[src/hdl/rzs_ram.sv]
module rzs_ram #(
  parameter int unsigned WIDTH = 16,
  parameter int unsigned DEPTH = 64
) (
  input  logic                     clk_i,
  input  logic                     we_i,
  input  logic [$clog2(DEPTH)-1:0] waddr_i,
  input  logic [WIDTH-1:0]         wdata_i,
  input  logic [$clog2(DEPTH)-1:0] raddr_i,
  output logic [WIDTH-1:0]         rdata_o
);

  logic [WIDTH-1:0] mem_q [DEPTH];

  // one write port, registered read port
  always_ff @(posedge clk_i) begin
    if (we_i) begin
      mem_q[waddr_i] <= wdata_i;
    end
    rdata_o <= mem_q[raddr_i];
  end

endmodule

[config.mk]
export PLATFORM = sky130hd
export DESIGN_NAME = rzs_ram
export DESIGN_NICKNAME = d
export VERILOG_FILES = /design/src/hdl/rzs_ram.sv
export SDC_FILE = /design/constraint.sdc
export NUM_CORES = 1
export LEC_CHECK = 0
export BUFFER_PORTS_ARGS = -buffer_cell sky130_fd_sc_hd__buf_2
export CORE_ASPECT_RATIO = 1.75
export CORE_MARGIN = 5
export CORE_UTILIZATION = 35
export DETAILED_ROUTE_END_ITERATION = 10
export SYNTH_ARGS = -nofsm -noshare
export SYNTH_HDL_FRONTEND = slang
export SYNTH_SLANG_ARGS = --single-unit
[constraint.sdc]
create_clock -name clk_i -period 3.1 [get_ports clk_i]
set_input_delay 0.465 -clock clk_i [delete_from_list [all_inputs] [get_ports clk_i]]
set_output_delay 0.465 -clock clk_i [all_outputs]
set_load 0.01 [all_outputs]
== Word-level counts from Yosys, hierarchy flattened ==
Memory sizes are Yosys's and may differ from the RTL's. A register that Yosys moved wholly into a read port is not among the register bits.
Index checks and enable logic that the tools add are counted.
Widths: inputs -> output; s select.

* Output and inout bits: 16
* Memories: 1
* Bits of input ports: 30
* Bits in writable memories: 1024
* Logic and storage cells: 3
* Register bits: 0

{| class="wikitable"
|+ Memory list
! memory !! words !! width !! rd ports !! clocked after Yosys merged registers in !! wr ports !! RTL line !! source
|-
| mem_q || 64 || 16 || 1 || 1 || 1 || 13 || <nowiki>logic [WIDTH-1:0] mem_q [DEPTH];</nowiki>
|}

* Muxes and demuxes: 2

{| class="wikitable"
|+ Operators with widths
! cell !! count
|-
| $mux 1 || 2
|}

== Longest topological paths before layout ==
* Depth after elaboration: 2
* Gate-level depth with buffers: 10
* Mapped depth without buffers: 5

== Least setup slack after synthesis ==
Ideal clock, no wire load.

* Path kind: input to register
* From: in waddr_i[3]
* To: mem mem_q[48][0], enable pin
* Setup time: 0.409 ns
* Setup slack: 0.600 ns
* Arrival time: 2.091 ns
* Data required time: 2.691 ns
* Stages on the path: 4
* Buffers on the path: 1
* Path through: clkbuf_1 -> nor2b_1 -> nand4b_1 -> nor3_1

{| class="wikitable"
|+ RTL lines
! what !! RTL line !! source
|-
| start, declared || 7 || <nowiki>input logic [$clog2(DEPTH)-1:0] waddr_i,</nowiki>
|-
| end, declared || 13 ||
|}

Straight into the memory's write port.

==> metrics.txt <==
largest net degree at the start of global routing 65; pwr dens 610.9 nW/um^2; Final GP Congestion 0.8689; Internal Power 22.03 mW; XOR/XNOR Fraction of Synth Area 0; compound-cell area share of the yosys netlist 0.02409; DR vias/cell 5.355; First-pass DRT Iterations 5; Reg power frac 0.560; clock slew at reported path FFs 0.07 ns; Mapped Area 40040 um^2; R2R setup slack 1.02 ns; WHS Path Cells 1; WP data arrival 2.71 ns; Placeable Area 113900 um^2; RSZ-0062 raised after global routing false; Sw Pwr 5.865 mW; hold path start wdata_i[7]; Pleak 14.39 nW; DRC viols 0; Synth Area in Adders 0; PostCTS Resize Cnt 0; Rel. slew slack 0.1381; syn_area_per_cell 21.89 um^2; Final ANT Viol Nets 0; share of layout cells above drive strength 1 0.2820; Synth Flop Type edfxtp_1; most frequent cells in the layout edfxtp_1 (1024), mux4_2 (220), buf_4 (157); post-layout total power 27.90 mW; worst slack, placed 0.2351 ns; Worst Setup End Kind register; Layout Nets 2057; reg2reg path depth 6; yosys warns 0; Die ar. 121500 um^2; P&R area growth vs syn 14.03%; port bufs 45; routed wire length 102.7 mm; total track usage 0.1668; crit path time final 2.192 ns; EDFF count, synth 1024; unique cell type count in the Yosys netlist 43; DIE WIDTH 265.7 um; crit-path max FO 26; crit start category input port; Peak VDD IR 388.1 uV; initial antenna violation count 12; Congestion Overflow GR 0; Fin Clk Skew 0.02355 ns; post-synthesis cell count 1829; global-route wire length before repair 146.5 mm; Critical Path Start raddr_i[0]; post-synthesis simple-gate area fraction 0.02647; R2R Path Start mem_q[3][9]$_DFFE_PP_; R2R Path End rdata_o[9]$_DFF_P_; fin util 0.4009; register area share after synthesis 0.7759; I/O pins 46; Hold Path Class in -> reg; Comb power frac 0.056; worst setup margin 0.9075 ns; commonest non-fill, non-tap cell in the layout edfxtp_1; Skew-Pair Late Insertion Delay 0.67 ns; critical path required time 3.62 ns; Root Driver clkbuf_16; Max Slew Vio Count 0; main combinational cell family by area after synthesis multiplexers; Setup violations, final 0; hold path endpoint mem_q[57][7]$_DFFE_PP_; FP Rows 164; Async SR Flop Fraction 0; Final period util 0.7072; routed vias 19242; total CTS buffers 83; Max Cap Viol 0; Yosys reg bits 1040; DR iter-0 viols 1653; leading area contributor after synthesis edfxtp_1; top cells by area, synth edfxtp_1 (77%), mux4_2 (12%), mux2i_1 (2.1%); sw frac 0.2102; wire length per cell 28.58 um; critical path class in -> reg; status completed; power share of the clock group 0.384; Final Hold Fails 0; dpl hpwl 67.98 mm; worst-case clock buffer depth 3; # Post-CTS Setup Buffers 0; initial core utilization 0.3516; hold buffer count at CTS 0; Slew @ Worst Pin 1.293 ns; Yosys top cell area share 0.7679; syn nets 1859; Vert. Die Dim 457.5 um; CTS H-Tree Depth 3; post-synthesis mux area share 0.1552; Sink Count 1040; Setup Total Neg Slack 0 ns; CTS tree built; Max Freq 456.1 MHz; number of global-route vias before repair 19849
-- how the worst max path moves through the flow --
stage	cells past startpoint	slack [ns]	end
after floorplan	4	0.60	mem_q[48][0]$_DFFE_PP_
after detailed placement	8	0.24	rdata_o[9]$_DFF_P_
after global placement	8	0.24	rdata_o[9]$_DFF_P_
after CTS	8	0.94	rdata_o[3]$_DFF_P_
final	8	0.91	rdata_o[3]$_DFF_P_
after global routing	8	0.84	rdata_o[9]$_DFF_P_
-- flip-flops by register name, summed over array words and instances, names as in the netlist --
signal	flops
mem_q	1024
rdata_o	16
-- worst max-delay path, stage by stage --
cell      delay (ns)
buf_8           0.27
buf_12          0.29
buf_4           0.21
mux4_2          0.51
mux2i_1         0.23
a22oi_1         0.25
a31oi_1         0.31
a311oi_1        0.09
-- stage by stage --
stage          area, um^2  hold slack (ns)  instances
5_1_grt             45660           0.1191       3591
3_5_place_dp        42920           0.7947       3436
6_report            45660           0.1401       3593
2_1_floorplan       40040           0.5639       1829
3_3_place_gp        42920           0.7883       3436
4_1_cts             45650          0.08807       3590
-- cell usage after synthesis (2+ instances only) --
library cell and instances:
a211oi_1 8, mux2_2 27, mux4_1 4, buf_12 5
and4_1 5, a311oi_1 8, clkbuf_2 2, o21ai_0 5
clkbuf_1 24, nor2_1 72, nand2_1 59, nand4_1 12
dfxtp_1 16, nor3_1 2, a22oi_1 39, a221oi_1 16
a21oi_1 17, buf_1 3, buf_2 36, mux2i_1 85
nor4_2 3, edfxtp_1 1024, a31oi_1 8, a22o_1 6
buf_6 17, nor2_2 2, a41oi_1 5, buf_4 13
nand2b_1 3, nand3_1 24, mux4_2 220, and2_1 2
a211o_1 8, o21ai_1 3, buf_8 3, a221o_1 6
nand3b_1 2, nor2b_1 30
-- per-layer routing --
metal	global-route usage	wire [um]	up-vias
li1	-	-	8050
met3	0.02896	5457	180
met4	0.07235	4991	12
met5	0	61	-
met1	0.1877	35670	10359
met2	0.3088	56510	641
-- kinds of logic (layout without fill, tap and decap cells) --
logic type / count (synthesis) / count (layout)
other: 0 / 3
AO/OA/AOI/OAI: 129 / 129
buffers and inverters: 104 / 371
flip-flops: 1040 / 1040
AND/OR/NAND/NOR: 220 / 220
multiplexers: 336 / 336
-- cell type report --
type / count / area (um^2)
timing repair buffer: 217 / 1730
clock inverter: 40 / 437.9
tap: 1494 / 1869
antenna: 3 / 7.507
clock buffer: 114 / 2297
multi-input combinational: 685 / 8249
sequential: 1040 / 31070
fill: 9887 / 68220
-- power by group through the flow --
stage / Sequential (mW) / Combinational, mW / Clock [mW]
finish: 15.6 / 1.57 / 10.7
global route: 15.6 / 1.65 / 11.5
CTS: 15.6 / 1.60 / 10.9
detailed placement: 15.9 / 1.59 / 0
global placement: 15.9 / 1.57 / 0
floorplan: 15.9 / 0.806 / 0
(Power assumes the default switching activity.)
