## src/hdl/rzs_pkg.sv

```systemverilog
package rzs_pkg;

  // fixed datapath widths, set by the field widths and a count of at most 127
  localparam int unsigned SumW  = 24;  // running sum, signed
  localparam int unsigned SqW   = 38;  // running sum of squares
  localparam int unsigned DevW  = 46;  // n*Q - S*S
  localparam int unsigned NumW  = 24;  // n*s - S, signed
  localparam int unsigned OpW   = 64;  // left-aligned operand of the shared unit
  localparam int unsigned RemW  = 47;  // partial remainder of the shared unit
  localparam int unsigned StepW = 7;

  // register indexes
  localparam logic [2:0] RegWindowLength = 3'd0;
  localparam logic [2:0] RegMinCount     = 3'd1;
  localparam logic [2:0] RegSoftLimit    = 3'd2;
  localparam logic [2:0] RegHardLimit    = 3'd3;

  // request kinds
  localparam logic ReqSample = 1'b0;
  localparam logic ReqClear  = 1'b1;

  // severity grades
  localparam logic [1:0] SevNone = 2'd0;
  localparam logic [1:0] SevSoft = 2'd1;
  localparam logic [1:0] SevHard = 2'd2;

  typedef struct packed {
    logic               req_type;
    logic signed [15:0] sample_value;
  } in_req_t;

  typedef struct packed {
    logic signed [15:0] z_score;
    logic               z_valid;
    logic [1:0]         severity;
    logic signed [15:0] window_mean;
    logic [15:0]        window_stddev;
    logic [6:0]         fill_level;
    logic [31:0]        total_samples;
    logic [31:0]        soft_events;
    logic [31:0]        hard_events;
  } out_res_t;

  // command to the shared divide / square root unit
  typedef struct packed {
    logic             start;
    logic             is_sqrt;
    logic [StepW-1:0] steps;
  } unit_cmd_t;

  typedef struct packed {
    logic busy;
    logic done;
  } unit_sts_t;

endpackage

```

## src/hdl/rzs_unit.sv

```systemverilog
module rzs_unit (
  input  logic                       clk_i,
  input  logic                       rst_ni,
  input  rzs_pkg::unit_cmd_t         cmd_i,
  input  logic [rzs_pkg::OpW-1:0]    operand_i,
  input  logic [rzs_pkg::RemW-1:0]   divisor_i,
  output rzs_pkg::unit_sts_t         sts_o,
  output logic [rzs_pkg::OpW-1:0]    result_o
);
  import rzs_pkg::*;

  logic [OpW-1:0]   acc_q, res_q;
  logic [RemW-1:0]  rem_q, div_q, shifted, trial;
  logic [RemW:0]    diff;
  logic [StepW-1:0] cnt_q;
  logic             busy_q, done_q, sqrt_q, ge;

  // one restoring step: shift in one dividend bit or two radicand bits
  always_comb begin
    shifted = sqrt_q ? {rem_q[RemW-3:0], acc_q[OpW-1 -: 2]} : {rem_q[RemW-2:0], acc_q[OpW-1]};
    trial   = sqrt_q ? {res_q[RemW-3:0], 2'b01} : div_q;
    diff    = {1'b0, shifted} - {1'b0, trial};
    ge      = ~diff[RemW];
  end

  always_ff @(posedge clk_i or negedge rst_ni) begin
    if (!rst_ni) begin
      busy_q <= 1'b0;
      done_q <= 1'b0;
    end else begin
      done_q <= 1'b0;
      if (cmd_i.start) begin
        busy_q <= 1'b1;
      end else if (busy_q && cnt_q == StepW'(1)) begin
        busy_q <= 1'b0;
        done_q <= 1'b1;
      end
    end
  end

  // datapath registers
  always_ff @(posedge clk_i) begin
    if (cmd_i.start) begin
      acc_q  <= operand_i;
      div_q  <= divisor_i;
      rem_q  <= '0;
      res_q  <= '0;
      cnt_q  <= cmd_i.steps;
      sqrt_q <= cmd_i.is_sqrt;
    end else if (busy_q) begin
      acc_q <= sqrt_q ? {acc_q[OpW-3:0], 2'b00} : {acc_q[OpW-2:0], 1'b0};
      rem_q <= ge ? diff[RemW-1:0] : shifted;
      res_q <= {res_q[OpW-2:0], ge};
      cnt_q <= cnt_q - StepW'(1);
    end
  end

  assign sts_o.busy = busy_q;
  assign sts_o.done = done_q;
  assign result_o   = res_q;

endmodule

```

## config.mk

```make
export PLATFORM = sky130hd
export DESIGN_NAME = rzs_unit
export DESIGN_NICKNAME = d
export VERILOG_FILES = /design/src/hdl/rzs_pkg.sv /design/src/hdl/rzs_unit.sv
export SDC_FILE = /design/constraint.sdc
export NUM_CORES = 1
export LEC_CHECK = 0
export ABC_AREA = 1
export BUFFER_PORTS_ARGS = -buffer_cell sky130_fd_sc_hd__buf_2
export CORE_UTILIZATION = 40
export DETAILED_ROUTE_END_ITERATION = 7
export PLACE_DENSITY = 0.57
export SLEW_MARGIN = 20
export SYNTH_ARGS = -nofsm -noshare
export SYNTH_HDL_FRONTEND = slang
export SYNTH_SLANG_ARGS = --single-unit
```

## constraint.sdc

```tcl
create_clock -name clk_i -period 4.05 [get_ports clk_i]
set_input_delay 0.81 -clock clk_i [delete_from_list [all_inputs] [get_ports clk_i]]
set_output_delay 0.81 -clock clk_i [all_outputs]
set_load 0.01 [all_outputs]
```

**Word level (Yosys, flattened, before mapping)**

Index checks and enable logic that the tools add are counted.

- Register bits: 231

- Eq/ne operators: 1
- Reductions and logical operators: 3
- Bitwise operators: 1
- Add/subtract/negate cells: 2
- Mux-type cells: 12

Operators by type and width:

| cell | count |
|---|---|
| 2-to-1 mux 64 bit | 3 |
| 2-to-1 mux 47 bit | 2 |
| subtractor 47 x 47 -> 48 bit | 1 |
| 2-to-1 mux 46 bit | 1 |
| 2-to-1 mux 7 bit | 2 |
| equality test 7 x 1 -> 1 bit, second input constant | 1 |
| subtractor 7 x 1 -> 7 bit, second input constant | 1 |
| 2-to-1 mux 1 bit | 4 |
| nonzero test 2 bit | 2 |
| logical AND 1 bit | 1 |
| inverter 1 bit | 1 |

**Logic depth before layout (Yosys ltp)**

- Word-level depth: 4
- Gate-level depth with buffers: 22
- Depth with buffers taken out: 20

**Least setup slack after synthesis**

Ideal clock, no wire load.

- Path type: input port to flip-flop
- From: input cmd_i[8] (netlist name)
- To: register acc_q[0] (enable)
- Data required time: 3.586 ns
- Stages on the path: 3
- Data arrival time: 3.072 ns
- Setup slack: 0.514 ns
- Library setup time: 0.464 ns
- Cell sequence: nor2_1 inv_1 clkbuf_1

- Word-level cells in the longest chain between the ends: 1

RTL lines:

| element | RTL line | source |
|---|---|---|
| start, declared | rzs_unit.sv:4 | `input rzs_pkg::unit_cmd_t cmd_i,` |
| nonzero test 2 bit (no line) | n/a |  |
| end signal, assigned | rzs_unit.sv:44 | `acc_q <= operand_i;` |
| end signal, assigned | rzs_unit.sv:51 | `acc_q <= sqrt_q ? {acc_q[OpW-3:0], 2'b00} : {acc_q[OpW-2:0], 1'b0};` |
| end, declared | rzs_unit.sv:12 | `logic [OpW-1:0] acc_q, res_q;` |

No other way between the ends.
A chain may end at the register's enable or synchronous reset.

**Worst setup path after layout**

- From: register sqrt_q
- To: register rem_q[26]

- Word-level cells in the longest chain between the ends: 3
- Elaborated cells on any way between the ends: 4
- Those cells by class: add/sub: 1; mux: 3

RTL lines:

| element | RTL line | source |
|---|---|---|
| start, declared | rzs_unit.sv:16 | `logic busy_q, done_q, sqrt_q, ge;` |
| start signal, assigned | rzs_unit.sv:49 | `sqrt_q <= cmd_i.is_sqrt;` |
| 2-to-1 mux 47 bit, on equally long branches | rzs_unit.sv:20, rzs_unit.sv:21 |  |
| subtractor 47 x 47 -> 48 bit | rzs_unit.sv:22 | `diff = {1'b0, shifted} - {1'b0, trial};` |
| 2-to-1 mux 46 bit (*) | rzs_unit.sv:52 | `rem_q <= ge ? diff[RemW-1:0] : shifted;` |
| end signal, assigned | rzs_unit.sv:52 |  |
| end, declared | rzs_unit.sv:13 | `logic [RemW-1:0] rem_q, div_q, shifted, trial;` |

Mark *: on every way between the ends. The rest lies on a longest branch, timed or not.

==> metrics list <==
- The via count of the first global-routing pass is 12.8k.
* Critical Path Start Type: register
* Count of nets after finishing: 2436
- Counting cells, the worst reg-to-reg path comes to 18.
- At the later pin of the worst-skew pair, clock insertion delay measures 0.57 ns.
* Remaining max-slew budget at the tightest pin: 39.6%
- After global routing the overflow that remains totals 0.
* Most instantiated library cell after synthesis: nand2_1
- Lkg Pwr: 8.24 nW
* Hold bufs inserted after CTS: 1
* Clock skew after layout: 0.0112 ns
* # H-tree levels: 1
- Worst Hold Depth: 1
- The die is 191 um wide.
- Worst Hold Endpoint: div_q[19]
- Total of flip-flops plus latches after synthesis: 231
* Clock tree root driver cell: clkbuf_16
- The highest layer touched by signal routing is met5.
- The startpoint identified for the worst register-to-register timing path is sqrt_q.
- The startpoint identified for the worst hold timing path is divisor_i[19].
* # resized after CTS: 0
- Worst-path cell chain: inv_2 -> or2_2 -> o21ai_0 -> inv_1 -> ha_1 -> nand2_1 -> nand2_1 -> nand2_1 -> nand2_1 -> a21oi_1 -> nand2_1 -> nand2_1 -> nand3_4 -> nor2_2 -> nand2_1 -> nand3_1 -> nand2_1 -> inv_1
- Setup violations remaining at the end of the flow were counted as 0.
- Clock-pin slew was measured on the worst setup and hold paths at 0.06 ns.
* Met2 WL: 20400 um
- Number of ports placed on the die boundary: 188
* Synth Instances: 2107
* Cell area after layout: 16700 sq um
- The number of nets in the synthesized netlist is 2279.
* Proportion of netlist area held by the largest area contributor: 24.9%
- Gr usage total: 23.8%
- Combined area of the multi-input logic cells: 6840 sq um
- The final max-slew violation count came to 0.
- The first TritonRoute pass finished after 5 iterations.
- Asr flop ratio synth: 0.866%
- Power comes to 0.0104 W.
- Leading cell types by count after synthesis: nand2_1 (614), inv_1 (340), nor2_1 (247)
* Distinct cell type count after synthesis: 39
* Final ANT Viol Nets: 0
- Summing the areas of all compound-gate instances in the mapped netlist gives 14.1% of the synthesized area.
- Proportion of synthesized chip area in sequential cells: 40.6%
* Maximum capacitance violations: 0
* Violation count after the first detailed-route iteration: 851
- Core Footprint: 34900 sq um
- By startpoint and endpoint, the worst setup path is classified as reg2reg.
* Main combinational cell family by area after synthesis: simple AND/OR/NAND/NOR gates
* Least-Margin Pin Slew: 0.904 ns
* Largest net degree at the start of global routing: 110
- Number of clock sinks seen by CTS: 231
- The synthesized design contains 119 enable-type register cells.
- Cells with a size suffix above 1 make up 13.7% of the layout.
- Yosys Warn Count: 0
* Reg-to-reg setup timing slack: 0.37 ns
- Detailed-route DRC error count: 0
* Mean area per synthesized cell: 6.80 sq um
* Number of antenna violations at the first check in global routing: 4
- Power density normalized to cell area: 626 nW/um^2
- Counting I/O delays and the setup requirement, the final critical path takes 3.68 ns.
- Routability-driven placement finished with a final weighted congestion of 1.05.
- Among all flip-flop cells after synthesis, the most frequent one is edfxtp_1.
- First-pass GRT wire length: 68000 um
- Status: complete, no violations
* Final cycle utilization of the critical path: 90.9%
* Sum of met3 wire segment lengths after detailed routing: 2580 um
- Cell total after placement: 2688
- For this run, the share of the core covered by cells in the final layout is 47.8%.
- Endpoint kind of the worst setup timing path: register
- Effective utilization at floorplan: 41.1%
- Cell area after placement: 15700 sq um
- In the final routed layout, each cell accounts on average for 16.1 um.
- In this run the worst path has a maximum fanout of 22.
* Clock buffer depth: 3
- Delay of the slowest cell on the worst path: 0.50 ns
- Final cell count without fillers: 2741
- Slowest cell on crit path: edfxtp_1
- In the final timing run, aggregate negative setup slack is 0 ns.
- Top achievable clock speed: 0.272 GHz
- In this run the tool buffered the top-level ports with 187 buffer cells.
- Setup repair after global routing left no endpoint under its margin.
- Die footprint: 36600 sq um
* Vias per Instance: 5.00
- After synthesis, the cell types taking the most area are edfxtp_1 (25%), nand2_1 (16%), dfxtp_1 (15%), inv_1 (8.9%), nor2_1 (6.5%).
- Final number of hold-violating endpoints: 0
- The initialized floorplan defines 68 standard-cell rows.
- Summing all flip-flop and latch instances after layout gives 5830 sq um.
- At the worst endpoint, the required time is 4.56 ns.
- Post-CTS timing repair inserted 0 buffers for setup.
- Die boundary height: 191 um
- Wire length on met1: 19600 um
- Synthesized-area fraction occupied by adder cells: 4.42%
- Post-synthesis cell type with the largest combined area: edfxtp_1
* Hpwl dp: 33000 um
- Fraction of the mapped netlist area in simple logic gates: 28.0%
- Syn Std Cell Area: 14300 sq um
- STA puts the critical path data arrival time at 4.19 ns.
- Portion of netlist area occupied by mux cells: 0.0698%
- Total number of vias: 13.7k
- Number of clock buffers inserted by TritonCTS: 28
* Max rail drop VDD: 404 uV
* Antenna diode count: 0
- Type of the worst min-delay path: in2reg
- Summing the areas of all xor and xnor instances in the mapped netlist gives 1.10% of the synthesized area.
* Library cell appearing most often on the critical path: nand2_1
- Clock tree from TritonCTS: done
- Detailed Route WL: 44100 um
- Reg2Reg Capture Point: rem_q[26]
- Counting the fill cells in the layout gives 3639.
- From synthesis to final layout, the design area changed by 16.3%.
[metrics by stage]
step	worst slack, ns	hold slack, ns
finish	0.368	0.419
global route	0.112	0.394
CTS	0.436	0.385
detailed placement	0.475	0.452
global placement	0.504	0.442
floorplan	0.514	0.441
[final cells by class]
class | instances | share of cell area (%)
Sequential cell | 231 | 35.0
Timing Repair Buffer | 210 | 7.00
Multi-Input combinational cell | 1442 | 41.0
Clock buffer | 39 | 4.81
Clock inverter | 13 | 0.848
Tap cell | 455 | 3.42
Inverter | 351 | 7.92
[critical path: cells and delay by family (launching register included)]
kind	cells	cell delay, ns
adder cells (fa/ha/maj)	1	0.39
flip-flops	1	0.50
AND/OR/NAND/NOR	12	1.96
buffers and inverters	3	0.40
AO/OA/AOI/OAI	2	0.38
[registers in the layout, indices dropped and copies added (netlist names)]
register / cells
rem_q: 46
sqrt_q: 1
busy_q: 1
cnt_q: 7
result_o: 64
acc_q: 64
done_q: 1
div_q: 47
[worst max path at each step]
stage              from        end  slack [ns]
2_1_floorplan  cmd_i[8]   acc_q[0]        0.51
3_3_place_gp     sqrt_q  rem_q[26]        0.50
3_5_place_dp     sqrt_q  rem_q[26]        0.48
4_1_cts          sqrt_q  rem_q[26]        0.44
5_1_grt          sqrt_q  rem_q[32]        0.11
6_report         sqrt_q  rem_q[26]        0.37
[cells in the final DEF, fill, tap and decap left out, types with 3 or more instances in the layout]
cell type / netlist / routed
clkbuf_16: 0 / 28
clkbuf_8: 0 / 6
clkbuf_1: 60 / 5
nor2_1: 247 / 247
o21bai_1: 7 / 7
inv_2: 10 / 11
buf_4: 4 / 18
o21ai_1: 3 / 3
o211ai_1: 3 / 3
nand2_1: 614 / 614
buf_2: 7 / 186
or2_2: 14 / 14
a21oi_1: 173 / 173
o21ai_0: 113 / 113
nand4_1: 16 / 16
dfxtp_1: 110 / 110
a31oi_1: 3 / 3
ha_1: 49 / 49
o22ai_1: 62 / 62
and2_1: 4 / 4
xor2_1: 16 / 16
edfxtp_1: 119 / 119
a21oi_2: 9 / 9
buf_12: 0 / 4
nor3_1: 5 / 5
inv_1: 340 / 338
nor2_2: 14 / 14
nand2_2: 7 / 7
clkinv_2: 0 / 4
nand3_1: 71 / 71
[per-layer routing]
metal / global-route usage (%) / up-vias
met1: 31.6 / 6229
met2: 39.0 / 381
li1: - / 7006
met3: 3.65 / 84
met5: 0 / -
met4: 8.21 / 8
[power by group]
part	total, W	internal (W)	switching, W
combinational	0.00483	0.00157	0.00326
clock	0.00256	0.00152	0.00105
sequential	0.00304	0.00284	0.000203
[logic make-up (layout without fill, tap and decap cells)]
group           after synthesis  count (layout)
flops                       231             231
simple gates                998             998
mux                           1               1
compound gates              375             375
buf+inv                     434             613
xor+xnor                     18              18
fa+ha+maj                    50              50
Power figures use the tool's default switching activity.
